`config.mk`:
```
export PLATFORM = sky130hd
export DESIGN_NAME = record_table_sort_engine
export DESIGN_NICKNAME = d
export VERILOG_FILES = /design/src/sv/rtse_pkg.sv /design/src/sv/record_table_sort_engine.sv /design/src/sv/rtse_ram.sv
export VERILOG_INCLUDE_DIRS = /design/src /design/src/sv
export SDC_FILE = /design/constraint.sdc
export NUM_CORES = 2
export LEC_CHECK = 0
export CORE_UTILIZATION = 45
export CTS_BUF_LIST = sky130_fd_sc_hd__clkbuf_4 sky130_fd_sc_hd__clkbuf_8
export DETAILED_ROUTE_END_ITERATION = 10
export DONT_BUFFER_PORTS = 1
export PLACE_DENSITY = 0.57
export SLEW_MARGIN = 20
export SYNTH_ARGS = -nofsm -noshare
export SYNTH_HDL_FRONTEND = slang
export SYNTH_HIERARCHICAL = 1
export SYNTH_SLANG_ARGS = --single-unit
```
`constraint.sdc`:
```
create_clock -name clk_i -period 6.5 [get_ports clk_i]
set_input_delay 0 -clock clk_i [delete_from_list [all_inputs] [get_ports clk_i]]
set_output_delay 0 -clock clk_i [all_outputs]
set_load 0.02 [all_outputs]
```
`src/sv/record_table_sort_engine_defines.svh`:
```
// ============================================================================
// Record table sort engine assertion macros
// Shared concurrent assertion forms used by the RTL of the record table.
// ============================================================================
`ifndef RECORD_TABLE_SORT_ENGINE_DEFINES_SVH
`define RECORD_TABLE_SORT_ENGINE_DEFINES_SVH

// Same-cycle implication, disabled while reset is asserted.
`define RTSE_ASSERT_NOW(label, clk, rst_n, ante, cons, msg) \
  label: assert property (@(posedge clk) disable iff (!rst_n) (ante) |-> (cons)) \
    else $error(msg);

// Next-cycle implication, disabled while reset is asserted.
`define RTSE_ASSERT_NEXT(label, clk, rst_n, ante, cons, msg) \
  label: assert property (@(posedge clk) disable iff (!rst_n) (ante) |=> (cons)) \
    else $error(msg);

`endif

```
`src/sv/rtse_pkg.sv`:
```
// ============================================================================
// Record table sort engine package
// Request, response and record types, status and operation codes, and the
// sequencer states shared by the record table RTL.
// ============================================================================
`default_nettype none

package rtse_pkg;

  // Operation codes carried by a request.
  typedef enum logic [1:0] {
    OP_APPEND = 2'd0,
    OP_REMOVE = 2'd1,
    OP_SORT   = 2'd2,
    OP_LIST   = 2'd3
  } opcode_e;

  // Status codes carried by a response.
  typedef enum logic [1:0] {
    ST_OK        = 2'd0,
    ST_FULL      = 2'd1,
    ST_BAD_INDEX = 2'd2,
    ST_EMPTY     = 2'd3
  } status_e;

  // Sequencer states.
  typedef enum logic [3:0] {
    S_IDLE,
    S_RESP,
    S_REM_RD,
    S_REM_WR,
    S_SORT_LD0,
    S_SORT_LD1,
    S_SORT_RD,
    S_SORT_CMP,
    S_SORT_END,
    S_LIST_RD,
    S_LIST_OUT
  } state_e;

  typedef struct packed {
    opcode_e     opcode;
    logic [23:0] price;
    logic        flag;
    logic [15:0] tag;
    logic [5:0]  position;
  } req_t;

  typedef struct packed {
    status_e     status;
    logic [5:0]  entry_index;
    logic [23:0] entry_price;
    logic        entry_flag;
    logic [15:0] entry_tag;
    logic [29:0] running_total;
    logic        last;
  } rsp_t;

  // One table entry as held in the record memory.
  typedef struct packed {
    logic [23:0] price;
    logic        flag;
    logic [15:0] tag;
  } record_t;

  localparam int unsigned RecordW    = $bits(record_t);
  localparam int unsigned MaxResults = 64;
  localparam logic [29:0] TotalMax   = 30'h3FFF_FFFF;

endpackage

`default_nettype wire

```
`src/sv/record_table_sort_engine.sv`:
```
// ============================================================================
// Record table sort engine
// Bounded table of price/flag/tag records with append, remove, stable
// bubble sort by price and a list with running total.
// ============================================================================
// The block takes one request at a time and holds off new requests (stall
// high) until the work of the current one is done; a finished response sits
// in an output register, so the next request can be taken while it waits.
// All records live in one RAM with a single write and a single read port and
// a registered read. Append, and sort of at most one record, go straight to
// the response. Remove reads and writes back each record that shifts down.
// In a sort, each bubble pass reloads its first record and then does a read
// and a compare-swap write per step. List loads one response per record and
// reads the next record only after that response is taken into the output
// register, so it waits while the output side stalls. No clearing pass is
// needed after reset.
`default_nettype none
`include "record_table_sort_engine_defines.svh"

module record_table_sort_engine #(
  parameter int unsigned CAPACITY = 64
) (
  input  wire logic           clk_i,
  input  wire logic           rst_ni,
  input  wire logic           in_valid_i,
  output logic                in_stall_o,
  input  wire rtse_pkg::req_t in_req_i,
  output logic                out_valid_o,
  input  wire logic           out_stall_i,
  output rtse_pkg::rsp_t      out_rsp_o
);

  localparam int unsigned AW = $clog2(CAPACITY);
  localparam int unsigned CW = $clog2(CAPACITY + 1);
  localparam int unsigned PW = (CW > 6) ? CW : 6;
  localparam int unsigned LW = (CW > 7) ? CW : 7;

  rtse_pkg::state_e  state_q, state_d;
  logic [CW-1:0]     count_q, count_d;
  logic [AW-1:0]     ptr_q, ptr_d;
  logic [AW-1:0]     lim_q, lim_d;
  rtse_pkg::record_t held_q, held_d;
  logic [29:0]       total_q, total_d;
  rtse_pkg::status_e status_q, status_d;
  logic              out_valid_q, out_valid_d;
  rtse_pkg::rsp_t    out_q, out_d;

  logic              in_accept;
  logic              out_free;
  logic              out_load;
  rtse_pkg::rsp_t    out_data;

  logic              ram_we;
  logic [AW-1:0]     ram_waddr;
  rtse_pkg::record_t ram_wdata;
  logic              ram_re;
  logic [AW-1:0]     ram_raddr;
  rtse_pkg::record_t ram_rdata;

  logic              table_full;
  logic              table_empty;
  logic              bad_pos;
  logic [CW-1:0]     ptr_plus;
  logic [LW-1:0]     shown;
  logic              list_last;
  logic [30:0]       sum_wide;
  logic [29:0]       total_sat;
  logic              swap;

  // Record memory.
  rtse_ram #(
    .Width (rtse_pkg::RecordW),
    .Depth (CAPACITY)
  ) u_ram (
    .clk_i     (clk_i),
    .wr_en_i   (ram_we),
    .wr_addr_i (ram_waddr),
    .wr_data_i (ram_wdata),
    .rd_en_i   (ram_re),
    .rd_addr_i (ram_raddr),
    .rd_data_o (ram_rdata)
  );

  // Handshake and shared terms.
  assign in_accept   = in_valid_i && !in_stall_o;
  assign out_free    = !out_valid_q || !out_stall_i;
  assign table_full  = (count_q == CW'(CAPACITY));
  assign table_empty = (count_q == '0);
  assign bad_pos     = (PW'(in_req_i.position) >= PW'(count_q));
  assign ptr_plus    = CW'(ptr_q) + CW'(1);
  assign shown       = (LW'(count_q) < LW'(rtse_pkg::MaxResults)) ?
                       LW'(count_q) : LW'(rtse_pkg::MaxResults);
  assign list_last   = ((LW'(ptr_q) + LW'(1)) == shown);
  assign sum_wide    = {1'b0, total_q} + 31'(ram_rdata.price);
  assign total_sat   = sum_wide[30] ? rtse_pkg::TotalMax : sum_wide[29:0];
  assign swap        = (held_q.price > ram_rdata.price);

  // Next-state logic of the sequencer.
  always_comb begin
    state_d = state_q;
    unique case (state_q)
      rtse_pkg::S_IDLE: begin
        if (in_accept) begin
          unique case (in_req_i.opcode)
            rtse_pkg::OP_APPEND: state_d = rtse_pkg::S_RESP;
            rtse_pkg::OP_REMOVE: begin
              state_d = (table_empty || bad_pos) ? rtse_pkg::S_RESP : rtse_pkg::S_REM_RD;
            end
            rtse_pkg::OP_SORT: begin
              state_d = (count_q <= CW'(1)) ? rtse_pkg::S_RESP : rtse_pkg::S_SORT_LD0;
            end
            rtse_pkg::OP_LIST: begin
              state_d = table_empty ? rtse_pkg::S_RESP : rtse_pkg::S_LIST_RD;
            end
          endcase
        end
      end
      rtse_pkg::S_RESP: begin
        if (out_free) begin
          state_d = rtse_pkg::S_IDLE;
        end
      end
      rtse_pkg::S_REM_RD: begin
        state_d = (ptr_plus < count_q) ? rtse_pkg::S_REM_WR : rtse_pkg::S_RESP;
      end
      rtse_pkg::S_REM_WR:   state_d = rtse_pkg::S_REM_RD;
      rtse_pkg::S_SORT_LD0: state_d = rtse_pkg::S_SORT_LD1;
      rtse_pkg::S_SORT_LD1: state_d = rtse_pkg::S_SORT_RD;
      rtse_pkg::S_SORT_RD:  state_d = rtse_pkg::S_SORT_CMP;
      rtse_pkg::S_SORT_CMP: begin
        state_d = (ptr_plus == CW'(lim_q)) ? rtse_pkg::S_SORT_END : rtse_pkg::S_SORT_RD;
      end
      rtse_pkg::S_SORT_END: begin
        state_d = (lim_q == AW'(1)) ? rtse_pkg::S_RESP : rtse_pkg::S_SORT_LD0;
      end
      rtse_pkg::S_LIST_RD:  state_d = rtse_pkg::S_LIST_OUT;
      rtse_pkg::S_LIST_OUT: begin
        if (out_free) begin
          state_d = list_last ? rtse_pkg::S_IDLE : rtse_pkg::S_LIST_RD;
        end
      end
      default: state_d = rtse_pkg::S_IDLE;
    endcase
  end

  // Memory accesses, datapath updates and response data per state.
  always_comb begin
    count_d   = count_q;
    ptr_d     = ptr_q;
    lim_d     = lim_q;
    held_d    = held_q;
    total_d   = total_q;
    status_d  = status_q;
    ram_we    = 1'b0;
    ram_waddr = ptr_q;
    ram_wdata = ram_rdata;
    ram_re    = 1'b0;
    ram_raddr = ptr_q;
    out_load  = 1'b0;
    out_data  = '0;
    unique case (state_q)
      rtse_pkg::S_IDLE: begin
        if (in_accept) begin
          unique case (in_req_i.opcode)
            rtse_pkg::OP_APPEND: begin
              if (table_full) begin
                status_d = rtse_pkg::ST_FULL;
              end else begin
                status_d  = rtse_pkg::ST_OK;
                ram_we    = 1'b1;
                ram_waddr = AW'(count_q);
                ram_wdata = '{price: in_req_i.price, flag: in_req_i.flag,
                              tag: in_req_i.tag};
                count_d   = count_q + CW'(1);
              end
            end
            rtse_pkg::OP_REMOVE: begin
              if (table_empty) begin
                status_d = rtse_pkg::ST_EMPTY;
              end else if (bad_pos) begin
                status_d = rtse_pkg::ST_BAD_INDEX;
              end else begin
                status_d = rtse_pkg::ST_OK;
                ptr_d    = AW'(in_req_i.position);
              end
            end
            rtse_pkg::OP_SORT: begin
              status_d = rtse_pkg::ST_OK;
              lim_d    = AW'(count_q - CW'(1));
            end
            rtse_pkg::OP_LIST: begin
              status_d = table_empty ? rtse_pkg::ST_EMPTY : rtse_pkg::ST_OK;
              ptr_d    = '0;
              total_d  = '0;
            end
          endcase
        end
      end
      rtse_pkg::S_RESP: begin
        out_load        = out_free;
        out_data.status = status_q;
        out_data.last   = 1'b1;
      end
      // Remove: move each later record down by one, then drop the count.
      rtse_pkg::S_REM_RD: begin
        if (ptr_plus < count_q) begin
          ram_re    = 1'b1;
          ram_raddr = AW'(ptr_plus);
        end else begin
          count_d = count_q - CW'(1);
        end
      end
      rtse_pkg::S_REM_WR: begin
        ram_we    = 1'b1;
        ram_waddr = ptr_q;
        ram_wdata = ram_rdata;
        ptr_d     = ptr_q + AW'(1);
      end
      // Sort: each pass carries the largest record seen so far to the end.
      rtse_pkg::S_SORT_LD0: begin
        ram_re    = 1'b1;
        ram_raddr = '0;
        ptr_d     = '0;
      end
      rtse_pkg::S_SORT_LD1: begin
        held_d = ram_rdata;
      end
      rtse_pkg::S_SORT_RD: begin
        ram_re    = 1'b1;
        ram_raddr = AW'(ptr_plus);
      end
      rtse_pkg::S_SORT_CMP: begin
        ram_we    = 1'b1;
        ram_waddr = ptr_q;
        ptr_d     = ptr_q + AW'(1);
        if (swap) begin
          ram_wdata = ram_rdata;
        end else begin
          ram_wdata = held_q;
          held_d    = ram_rdata;
        end
      end
      rtse_pkg::S_SORT_END: begin
        ram_we    = 1'b1;
        ram_waddr = lim_q;
        ram_wdata = held_q;
        lim_d     = lim_q - AW'(1);
      end
      // List: one record per response with a saturating running total.
      rtse_pkg::S_LIST_RD: begin
        ram_re    = 1'b1;
        ram_raddr = ptr_q;
      end
      rtse_pkg::S_LIST_OUT: begin
        out_load               = out_free;
        out_data.status        = rtse_pkg::ST_OK;
        out_data.entry_index   = 6'(ptr_q);
        out_data.entry_price   = ram_rdata.price;
        out_data.entry_flag    = ram_rdata.flag;
        out_data.entry_tag     = ram_rdata.tag;
        out_data.running_total = total_sat;
        out_data.last          = list_last;
        if (out_free) begin
          total_d = total_sat;
          ptr_d   = ptr_q + AW'(1);
        end
      end
      default: begin
      end
    endcase
  end

  // Output register: loads a response when it is empty or being taken.
  always_comb begin
    out_d       = out_load ? out_data : out_q;
    out_valid_d = out_load || (out_valid_q && out_stall_i);
  end

  // Control state.
  always_ff @(posedge clk_i or negedge rst_ni) begin
    if (!rst_ni) begin
      state_q     <= rtse_pkg::S_IDLE;
      count_q     <= '0;
      out_valid_q <= 1'b0;
    end else begin
      state_q     <= state_d;
      count_q     <= count_d;
      out_valid_q <= out_valid_d;
    end
  end

  // Datapath registers.
  always_ff @(posedge clk_i) begin
    ptr_q    <= ptr_d;
    lim_q    <= lim_d;
    held_q   <= held_d;
    total_q  <= total_d;
    status_q <= status_d;
    out_q    <= out_d;
  end

  assign in_stall_o  = (state_q != rtse_pkg::S_IDLE);
  assign out_valid_o = out_valid_q;
  assign out_rsp_o   = out_q;

  // Checks on the sequencer and the record count.
  `RTSE_ASSERT_NOW(a_count_bound, clk_i, rst_ni, 1'b1, count_q <= CW'(CAPACITY), "record count above capacity")
  `RTSE_ASSERT_NOW(a_one_access, clk_i, rst_ni, ram_we, !ram_re, "record memory read and written in one cycle")
  `RTSE_ASSERT_NEXT(a_append_count, clk_i, rst_ni, in_accept && (in_req_i.opcode == rtse_pkg::OP_APPEND) && !table_full, count_q == ($past(count_q) + CW'(1)), "append did not grow the table")
  `RTSE_ASSERT_NEXT(a_sort_count, clk_i, rst_ni, state_q == rtse_pkg::S_SORT_CMP, $stable(count_q), "sort step changed the record count")
  `RTSE_ASSERT_NEXT(a_list_last, clk_i, rst_ni, (state_q == rtse_pkg::S_LIST_OUT) && out_free && list_last, out_valid_q && out_q.last, "final listed record not marked last")

endmodule

`default_nettype wire

```
`src/sv/rtse_ram.sv`:
```
// ============================================================================
// Record table RAM
// Generic single-write, single-read synchronous RAM with a registered read.
// ============================================================================
`default_nettype none

module rtse_ram #(
  parameter int unsigned Width = 41,
  parameter int unsigned Depth = 64
) (
  input  wire logic                     clk_i,
  input  wire logic                     wr_en_i,
  input  wire logic [$clog2(Depth)-1:0] wr_addr_i,
  input  wire logic [Width-1:0]         wr_data_i,
  input  wire logic                     rd_en_i,
  input  wire logic [$clog2(Depth)-1:0] rd_addr_i,
  output logic [Width-1:0]              rd_data_o
);

  logic [Width-1:0] mem_q [Depth];
  logic [Width-1:0] rd_data_q;

  // Write port and registered read port; read data holds when not enabled.
  always_ff @(posedge clk_i) begin
    if (wr_en_i) begin
      mem_q[wr_addr_i] <= wr_data_i;
    end
    if (rd_en_i) begin
      rd_data_q <= mem_q[rd_addr_i];
    end
  end

  assign rd_data_o = rd_data_q;

endmodule

`default_nettype wire
```
Yosys cells after proc, flatten, opt, wreduce, memory -nomap -nowiden

Memories as Yosys holds them, arrays and structs flattened. A register that Yosys moved wholly into a read port is not among the register bits.
Cells that the tools add are included.

$add $sub $neg: 6
Order comparisons: 5
Eq/ne operators: 29
Mux-type cells: 60
Reductions and logical operators: 28

Operators by type and width:

| kind                                                                   | count |
|---|---|
| 41-bit two-way mux                                                     | 5 |
| 41-bit one-hot mux with 3 select lines                                 | 1 |
| 30-bit two-way mux                                                     | 4 |
| 41-bit one-hot mux with 2 select lines                                 | 1 |
| 6-bit two-way mux                                                      | 10 |
| 30-bit one-hot mux with 2 select lines                                 | 1 |
| 4-bit one-hot mux with 11 select lines                                 | 1 |
| 6-bit one-hot mux with 2 select lines                                  | 3 |
| 7-bit two-way mux                                                      | 5 |
| 30-bit by 24-bit adder with 31-bit output                              | 1 |
| 24-bit greater-than comparator                                         | 1 |
| 4-bit two-way mux                                                      | 6 |
| 6-bit one-hot mux with 4 select lines                                  | 1 |
| 6-bit one-hot mux with 3 select lines                                  | 1 |
| 4-bit by 3-bit equality test with 1-bit output (second input constant) | 4 |
| 4-bit one-hot mux with 4 select lines                                  | 1 |
| 7-bit one-hot mux with 2 select lines                                  | 1 |
| 4-bit equality test (second input constant)                            | 3 |
| 2-bit != test (second input constant)                                  | 6 |
| 2-bit two-way mux                                                      | 5 |
| 4-bit by 2-bit equality test with 1-bit output (second input constant) | 2 |
| 1-bit two-way mux                                                      | 8 |
| 2-bit one-hot mux with 4 select lines                                  | 1 |
| 2-bit nonzero test                                                     | 4 |
| other kinds (35)                                                       | 52 |

Register bits after elaboration: 177
Bits in writable memories: 2,624
Output and inout bits: 82
Memories kept: 1

Memories:

| memory      | words | bits a word | read ports | clocked after memory_dff | write ports | line           | RTL |
|---|---|---|---|---|---|---|---|
| u_ram.mem_q | 64    | 41          | 1          | 1                        | 1           | rtse_ram.sv:20 | `logic [Width-1:0] mem_q [Depth];` |

Logic depth before layout (Yosys ltp)

Word-level depth: 7
Gate-level depth with buffers: 20
Mapped depth without buffers: 16

Cells and area by module

The synthesis kept the hierarchy.

Modules (own cells, without submodules):

| module                   | times used | cells each | area each (um2) | sequential area each (um2) |
|---|---|---|---|---|
| rtse_ram                 | 1          | 4,226      | 100,518.9       | 80,026.8 |
| record_table_sort_engine | 1          | 942        | 10,080.9        | 5,255.0 |

Worst setup path before layout

OpenSTA, ideal clock, no wires.

Path kind: reg-to-reg
Start: reg state_q[2]
End: mem u_ram.mem_q[48][0] (enable)
Setup time: 0.490 ns
Arrival time: 5.167 ns
Required time: 6.010 ns
Setup slack: 0.843 ns
Cell stages (with the launch flop): 13
Clock period less this slack: 5.657 ns
Cells stage by stage: dfrtp_1 -> clkbuf_1 -> or2_2 -> nor3_2 -> inv_1 -> a31oi_1 -> inv_1 -> nand2_1 -> a222oi_1 -> inv_1 -> clkbuf_1 -> nand4b_1 -> nor3_1

Elaborated cells between the ends (all ways): 14

RTL lines:

| element                               | line                            | RTL |
|---|---|---|
| from (decl)                           | record_table_sort_engine.sv:38  | `rtse_pkg::state_e state_q, state_d;` |
| from (signal assigned)                | record_table_sort_engine.sv:282 | `state_q <= rtse_pkg::S_IDLE;` |
| from (signal assigned)                | record_table_sort_engine.sv:286 | `state_q <= state_d;` |
| 4-bit nonzero test                    | record_table_sort_engine.sv:302 | `assign in_stall_o = (state_q != rtse_pkg::S_IDLE);` |
| named net in_stall_o                  | record_table_sort_engine.sv:26  | `output logic in_stall_o,` |
| 1-bit zero test                       | record_table_sort_engine.sv:85  | `assign in_accept = in_valid_i && !in_stall_o;` |
| 1-bit logical AND                     | record_table_sort_engine.sv:85  |  |
| 6-bit two-way mux                     | record_table_sort_engine.sv:163 | `if (in_accept) begin` |
| 6-bit one-hot mux with 2 select lines | record_table_sort_engine.sv:161 | `unique case (state_q)` |
| named net ram_waddr[5]                | record_table_sort_engine.sv:54  | `logic [AW-1:0] ram_waddr;` |
| to (decl)                             | rtse_ram.sv:20                  |  |

The timed path passes the listed nets, and every way through them passes these cells.

Worst setup path in the final report

Start: reg ptr_q[0]
End: reg u_ram.rd_data_q[35] (netlist: u_ram/rd_data_o[35]), read port of u_ram.mem_q (data pin)

Cells in the longest elaborated chain, start to end: 4
Elaborated cells between the ends (all ways): 6

RTL lines:

| element                                 | line                            | RTL |
|---|---|---|
| from (decl)                             | record_table_sort_engine.sv:40  | `logic [AW-1:0] ptr_q, ptr_d;` |
| from (signal assigned)                  | record_table_sort_engine.sv:294 | `ptr_q <= ptr_d;` |
| 6-bit by 1-bit adder with 7-bit output  | record_table_sort_engine.sv:90  | `assign ptr_plus = CW'(ptr_q) + CW'(1);` |
| 7-bit less-than comparator              | record_table_sort_engine.sv:206 | `if (ptr_plus < count_q) begin` |
| 6-bit two-way mux                       | record_table_sort_engine.sv:206 |  |
| 6-bit one-hot mux with 3 select lines * | record_table_sort_engine.sv:161 |  |
| named net ram_raddr[0]                  | record_table_sort_engine.sv:57  | `logic [AW-1:0] ram_raddr;` |
| to (decl)                               | rtse_ram.sv:21                  | `logic [Width-1:0] rd_data_q;` |

Mark *: on every way through the listed nets, which the timed path passes. The rest lies on a longest branch.
A chain may end at the register's enable or synchronous reset.

==> results.sh <==
export IMPL_fmax_ghz=0.164
export IMPL_drv_cap=0
export IMPL_grt_pass1_vias=57400
export IMPL_cts_buffers=455
export IMPL_seqPwrFrac=0.400
export IMPL_crit_path_max_fanout=16
export IMPL_cp_data_arrival_time_ns=6.83
export IMPL_synthCells=5168
export IMPL_p_leak_nw=40.2
export IMPL_grtUsageMet1=0.352
export IMPL_min_path_cells=2
export IMPL_holdCritPathClass="input port to register"
export IMPL_syn_num_nets=5288
export IMPL_critPathKind="register to register"
export IMPL_area_growth_pct=14.5
export IMPL_synthFlopType="edfxtp_1"
export IMPL_fin_nets=5844
export IMPL_ys_warn_count=6
export IMPL_routed_wl_um=304000
export IMPL_top_usage_layer="met2"
export IMPL_layout_commonest_cell="edfxtp_1"
export IMPL_cts_sinks=2842
export IMPL_htreeDepth=5
export IMPL_vias=56900
export IMPL_synth_distinct_cells=74
export IMPL_gr_total_overflow=0
export IMPL_fin_skew_ns=0.101
export IMPL_placed_area_sq_um=117000
export IMPL_clkPwrFrac=0.222
export IMPL_holdWs_ns=0.107
export IMPL_design_area_sq_um=127000
export IMPL_syn_area_sq_um=111000
export IMPL_layout_min_cycle_time_ns=6.08
export IMPL_setup_viol=0
export IMPL_clkTransAtPathRegs_ns=0.06
export IMPL_fin_tns_setup_ns=0
export IMPL_clockBufferDepth=4
export IMPL_grt_max_degree=82
export IMPL_grt_antenna_before_repair=24
export IMPL_core_sq_um=244000
export IMPL_status="finished, final reports clean"
export IMPL_peakVddDrop_mv=0.444
export IMPL_final_core_util=0.520
export IMPL_first_pass_iters=5
export IMPL_grt_pass1_wl_um=430000
export IMPL_timing_slew_headroom=0.278
export IMPL_drt_vias_per_instance=6.12
export IMPL_portBuffers=0
export IMPL_gp_congestion=0.904
export IMPL_clock_tree_root_cell="clkbuf_8"
export IMPL_rr_worst_depth=19
export IMPL_finalMaxSlewViolations=0
export IMPL_async_flop_share=0.00422
export IMPL_p_int_mw=41.8
export IMPL_die_area_sq_um=248000
export IMPL_seq_area_frac_synth=0.771
export IMPL_track_usage=0.245
export IMPL_p_per_area_nw_per_um2=518
export IMPL_synth_seq_cells=2842
export IMPL_dr_first_iter_drc_count=6846
export IMPL_num_rows=181
export IMPL_clk_latency_ns=1.15
export IMPL_swShare=0.362
export IMPL_use_met3=0.0487
export IMPL_finalHoldViolCount=0
export IMPL_drc=0
export IMPL_syn_area_per_cell_sq_um=21.4
export IMPL_fin_crit_sh=0.936
export IMPL_synth_edff_count=2830
export IMPL_p_switching_mw=23.8
export IMPL_combPwrFrac=0.378
export IMPL_layout_drive_gt1_share=0.295
export IMPL_initial_core_util=0.454
export IMPL_tritoncts="done"
export IMPL_crit_path_end_kind="register"
export IMPL_start_kind="register"
export IMPL_most_common_layout_cells="2,830 x edfxtp_1, 654 x mux4_2, 466 x clkbuf_8, 222 x buf_4, 166 x clkinv_1"
export IMPL_drtAntennaViolNets=0
export IMPL_met2_usage=0.386
export IMPL_power_mw=65.6
export IMPL_io_pins=135
export IMPL_tightestPinTransition_ns=1.08
export IMPL_rsz0062_at_grt="no"
export IMPL_die_h_um=498
export IMPL_wl_per_cell_um=32.6
export IMPL_dp_hpwl_um=180000
export IMPL_die_w_um=498
export IMPL_cp_required_ns=7.25
export IMPL_cts_setup_buffers=0
==> through the flow <==
stage / setup WS (ns) / cells
after floorplan: 0.843 / 5168
after global placement: 0.0368 / 8395
after detailed placement: 0.364 / 8398
after CTS: 0.319 / 9288
after global routing: 0.0276 / 9298
final: 0.415 / 9304
==> logic make-up (layout without fill, tap and decap cells) <==
| group | after synthesis | in the layout | synth area share |
|---|---|---|---|
| compound gates | 644 | 644 | 0.0418 |
| xor+xnor | 49 | 49 | 0.00400 |
| fa+ha+maj | 67 | 67 | 0.00765 |
| buf+inv | 361 | 1284 | 0.0163 |
| flops | 2842 | 2842 | 0.771 |
| mux | 708 | 708 | 0.138 |
| other cells | 0 | 11 | 0 |
| simple gates | 497 | 497 | 0.0210 |
==> cells in the mapped netlist (all sizes together), types with 20 or more instances <==
cell	number	area [sq um]
mux4	654	14700
edfxtp	2830	85000
mux2i	48	480
a221oi	74	661
xor2	21	184
a222oi	22	220
inv	71	267
nor2	183	692
ha	66	826
o22ai	99	619
a22oi	67	503
nand2	117	439
o21ai	53	265
buf	167	1070
a21oi	129	646
and3	34	213
xnor2	27	236
nor3	33	170
clkbuf	123	462
a21o	20	150
o221ai	27	236
nand3	40	200
a22o	71	622
==> worst paths after layout <==
path | start | endpoint | slack [ns]
max | ptr_q[0]$_DFFE_PP_ | u_ram/rd_data_o[35]$_DFFE_PP_ | 0.42
min | in_req_i[17] | u_ram/mem_q[21][11]$_DFFE_PP_ | 0.11
max reg2reg | ptr_q[0]$_DFFE_PP_ | u_ram/rd_data_o[35]$_DFFE_PP_ | 0.42
min reg2reg | status_q[1]$_DFFE_PP_ | out_rsp_o[79]$_SDFFCE_PN0P_ | 0.55
max in group asynchronous | rst_ni | state_q[3]$_DFFE_PN0P_ | 5.56
min in group asynchronous | rst_ni | count_q[3]$_DFFE_PN0P_ | 0.43
==> registers in the layout, indices dropped and copies added, names as in the netlist <==
signal	count
out_rsp_o	80
total_q	30
count_q	7
u_ram/mem_q	2624
state_q	4
status_q	2
ptr_q	6
u_ram/rd_data_o	41
held_q	41
lim_q	6
out_valid_o	1
==> power groups by stage <==
| stage | Combinational [mW] | Sequential [mW] | Clock (mW) |
|---|---|---|---|
| global route | 26.2 | 26.3 | 15.6 |
| global placement | 24.2 | 26.6 | 0 |
| detailed placement | 24.5 | 26.6 | 0 |
| floorplan | 15.1 | 26.2 | 0 |
| finish | 24.8 | 26.3 | 14.6 |
| CTS | 24.7 | 26.3 | 14.8 |
==> critical path: stages, from the launching register on <==
cell and delay [ns]:
edfxtp_1 0.39, buf_4 0.20, nand3_1 0.11, xor2_1 0.44, inv_1 0.20, ha_1 0.32
o21ai_0 0.09, a21oi_1 0.18, o21ai_0 0.23, a21oi_1 0.46, nand2_1 0.17, o21ai_4 0.19
buf_12 0.30, buf_12 0.19, buf_12 0.19, buf_4 0.23, mux4_2 0.52, a22o_1 0.25
a221oi_1 0.84, a221oi_1 0.17
==> routing by layer <==
metal	share of wire	up-vias
li1	-	23100
met1	0.42	30900
met2	0.48	2607
met3	0.084	378
met4	0.019	6
met5	0.000089	-
==> cell type report <==
cell class / count / area [sq um]
multi-input cells: 1965 / 24300
inverters: 71 / 274
well taps: 3202 / 4010
repair buffers: 389 / 4290
clock buffers: 578 / 7250
fillers: 19100 / 117000
clock inverters: 246 / 1290
diodes: 11 / 27.5
flip-flops and latches: 2842 / 85300
==> timing repair <==
action                     4_1_cts  5_1_grt
hold endpoints to repair      1898      255
setup endpoints to repair        0        6
gates resized for setup          0        6
hold buffers                    66        5
(Power assumes the default switching activity.)
